File: config.mk
export PLATFORM = sky130hd
export DESIGN_NAME = mbds_ram
export DESIGN_NICKNAME = d
export VERILOG_FILES = /design/src/rtl/core/mipmap_box_downsample_macros.svh /design/src/rtl/core/mbds_ram.sv
export SDC_FILE = /design/constraint.sdc
export NUM_CORES = 1
export LEC_CHECK = 0
export BUFFER_PORTS_ARGS = -buffer_cell sky130_fd_sc_hd__buf_2
export CAP_MARGIN = 25
export CORE_MARGIN = 3
export CORE_UTILIZATION = 55
export CTS_BUF_LIST = sky130_fd_sc_hd__clkbuf_16
export DETAILED_ROUTE_END_ITERATION = 16
export GPL_TIMING_DRIVEN = 0
export PLACE_DENSITY = 0.73
export SYNTH_ARGS = -nofsm -noshare
export SYNTH_HDL_FRONTEND = slang
export SYNTH_SLANG_ARGS = --single-unit
File: constraint.sdc
create_clock -name i_clk -period 3.2 [get_ports i_clk]
set_input_delay 0.48 -clock i_clk [delete_from_list [all_inputs] [get_ports i_clk]]
set_output_delay 0.48 -clock i_clk [all_outputs]
set_load 0.01 [all_outputs]
File: src/rtl/core/mipmap_box_downsample_macros.svh
// assertion macros used by the mipmap downsampler rtl
`ifndef MIPMAP_BOX_DOWNSAMPLE_MACROS_SVH
`define MIPMAP_BOX_DOWNSAMPLE_MACROS_SVH

// same-cycle implication, checked out of reset
`define MBDS_ASSERT_NOW(label, clk, rst_n, ante, cons) \
    label: assert property (@(posedge clk) disable iff (!rst_n) (ante) |-> (cons)) \
        else $error("mbds assertion failed");

// next-cycle implication, checked out of reset
`define MBDS_ASSERT_NEXT(label, clk, rst_n, ante, cons) \
    label: assert property (@(posedge clk) disable iff (!rst_n) (ante) |=> (cons)) \
        else $error("mbds assertion failed");

`endif

File: src/rtl/core/mbds_ram.sv
// generic simple dual-port ram with registered read
`timescale 1ns / 1ps
module mbds_ram #(
    parameter int WIDTH = 8,
    parameter int DEPTH = 16,
    localparam int ADDR_BITS = (DEPTH > 1) ? $clog2(DEPTH) : 1
) (
    input  logic                 i_clk,
    input  logic                 i_we,
    input  logic [ADDR_BITS-1:0] i_waddr,
    input  logic [WIDTH-1:0]     i_wdata,
    input  logic                 i_re,
    input  logic [ADDR_BITS-1:0] i_raddr,
    output logic [WIDTH-1:0]     o_rdata
);

    logic [WIDTH-1:0] r_mem [DEPTH];
    logic [WIDTH-1:0] r_rdata;

    always_ff @(posedge i_clk) begin
        if (i_we) begin
            r_mem[i_waddr] <= i_wdata;
        end
        if (i_re) begin
            r_rdata <= r_mem[i_raddr];
        end
    end

    assign o_rdata = r_rdata;

endmodule

==> reports/metrics.yaml <==
tns_ns: 0
clock_latency_ns: 0.40
start_util_pct: 58.2
ios: 27
htreeDepth: 4
worstPathCellList: "buf_2, nand3b_1, nor3_1, buf_4"
cts_tree: "done"
synth_cells: 229
endpoint_kind: "flip-flop"
cp_max_fo: 5
ctsResizeCount: 0
ys_top_cells_by_area: "edfxtp_1 (78%), mux4_2 (7.8%), mux4_1 (7.0%)"
wl_per_cell_um: 23.3
synth-edff-count: 136
vias: 2434
vias_per_cell: 5.87
cts_sinks: 136
remaining_drc_errors: 0
swShare_pct: 18.0
clk_pin_slew_ns: 0.05
nNetsFinal: 296
p_seq_share_pct: 46.9
fin_area_um2: 6170
synthArstFlopShare_pct: 0
area_delta_synth_final_pct: 18.1
grt_start_max_net_pins: 17
ys_ff_latch: 136
die_h_um: 103
drt_iter0_drc: 190
drive_gt1_share_pct: 28.7
grt-ovfl-total: 0
clock.fmax_mhz: 566
syn-cell-area_um2: 5230
cts_buffers: 17
p_clk_share_pct: 48.7
place.gp.congestion: 0.723
seq_area_frac_synth_pct: 78.1
synth_cell_types: 18
clockBufferDepth: 2
max_cap_violations: 0
postCtsSetupRepairBufs: 0
finalCritPeriodShare_pct: 55.3
final.fill_count: 536
arrival_ns: 1.88
intPower_mw: 3.52
row_count: 34
grt_pass1_wl_mm: 14.8
grt_pass1_vias: 2540
finalSetupViolations: 0
cpPeakStageDelay_ns: 0.71
finClkSkew_ns: 0.00700
p_leak_nw: 2.09
finalWirelength_mm: 9.68
io_buffer_count: 25
place_area_um2: 5540
combPwrFrac_pct: 4.4
crit_slowest_cell: "nor3_1"
synth.top_cell.area_share_pct: 78.1
final-hold-violation-count: 0
synth_flop_cell: "edfxtp_1"
peakVddDrop_v: 0.000318
power_switching_mw: 0.775
relSlewSlack_pct: 44.2
yosysMostFrequentCell: "edfxtp_1"
cts_root_buf: "clkbuf_16"
dieArea_um2: 10700
track_usage_pct: 20.5
path_class: "in -> reg"
fin_crit_ns: 1.77
synth_common_cells: "edfxtp_1 (136), mux4_2 (18), a22oi_1 (16), mux4_1 (14), nor2_1 (13)"
run_status: "completed"
antennaDiodeCount: 0
synth_largest_area_cell: "edfxtp_1"
dr.pass1.iters: 4
required_ns: 3.31
core_um2: 8980
worstMarginPinSlew_ns: 0.831
hpwl_mm: 6.07
antenna_found_initial: 0
yosysWarnings: 0
die_w_um: 103
synthesis.nets: 248
synth.avg_cell_area_um2: 22.8
startpoint_type: "primary input"
power_density_nw_per_um2: 696
hold_buffers: 0
drtAntennaViolNets: 0
rsz0062_at_grt: "no"
hold_class: "in -> reg"
maxSlewViolCount: 0
[layout make-up]
class | instances | area, um2 | share of cell area (%)
buffer | 10 | 86.3 | 1.40
clock buffer | 17 | 425 | 6.89
clock inverter | 14 | 213 | 3.45
multi-input combinational | 83 | 1060 | 17.1
sequential | 136 | 4080 | 66.2
tap | 126 | 158 | 2.55
timing repair buffer | 29 | 150 | 2.43
[routing by layer]
metal | track usage (%) | up-vias | wire, um
li1 | - | 1081 | -
met1 | 28.3 | 1234 | 3950
met2 | 31.6 | 109 | 4840
met3 | 4.83 | 10 | 756
met4 | 9.36 | 0 | 130
met5 | 0 | - | 0
[state kept, by name (all words and copies together), names as in the netlist]
register,flops
o_rdata,8
r_mem,128
[final timing paths]
check / from / slack (ns) / endpoint / cells after the start
worst max-delay path: i_waddr[2] / 1.43 / r_mem[8][5] / 4
worst min-delay path: i_re / 0.41 / o_rdata[0] / 1
worst max register to register: r_mem[6][0] / 1.61 / o_rdata[0] / 3
worst min register to register: r_mem[8][3] / 0.76 / o_rdata[3] / 3
[per-stage QoR]
step / hold slack [ns] / cells / setup slack [ns] / power [mW] / utilization [%]
finish: 0.414 / 415 / 1.43 / 4.30 / 68.8
global route: 0.412 / 415 / 1.38 / 4.43 / 68.8
CTS: 0.396 / 415 / 1.45 / 4.32 / 68.8
detailed placement: 0.747 / 384 / 1.03 / 2.24 / 61.7
global placement: 0.733 / 380 / 0.673 / 2.23 / 61.4
floorplan: 0.579 / 229 / 1.23 / 2.16 / -
[logic make-up (layout without fill, tap and decap cells)]
kind of cell,after synthesis,after routing,share of synthesized area [%]
buf+inv,10,70,1.65
flops,136,136,78.1
simple gates,35,35,3.14
mux,32,32,14.8
compound gates,16,16,2.30
[power groups by stage]
stage | Clock [mW] | Sequential [mW] | Combinational [mW]
6_report | 2.09 | 2.02 | 0.189
5_1_grt | 2.20 | 2.02 | 0.205
4_1_cts | 2.11 | 2.02 | 0.192
3_5_place_dp | 0 | 2.05 | 0.189
3_3_place_gp | 0 | 2.05 | 0.184
2_1_floorplan | 0 | 2.06 | 0.101
[placed cells by master (no fill, tap or decap)]
master           instances
a22oi_1                 16
and2_1                   1
and2b_1                  1
buf_2                   30
buf_4                    3
buf_6                    3
bufinv_16                6
clkbuf_16               17
clkdlybuf4s25_2          3
clkinv_1                 4
clkinv_2                 2
edfxtp_1               136
inv_1                    2
mux4_1                  14
mux4_2                  18
nand2_1                  9
nand2b_1                 2
nand3_1                  1
nand3b_1                 2
nor2_1                  13
nor2b_1                  1
nor3_1                   4
or3b_2                   1
[critical path, delay by kind of cell]
| kind | cells | cell delay, ns |
|---|---|---|
| simple gates | 2 | 1.00 |
| buf+inv | 2 | 0.39 |
(Power assumes the default switching activity.)
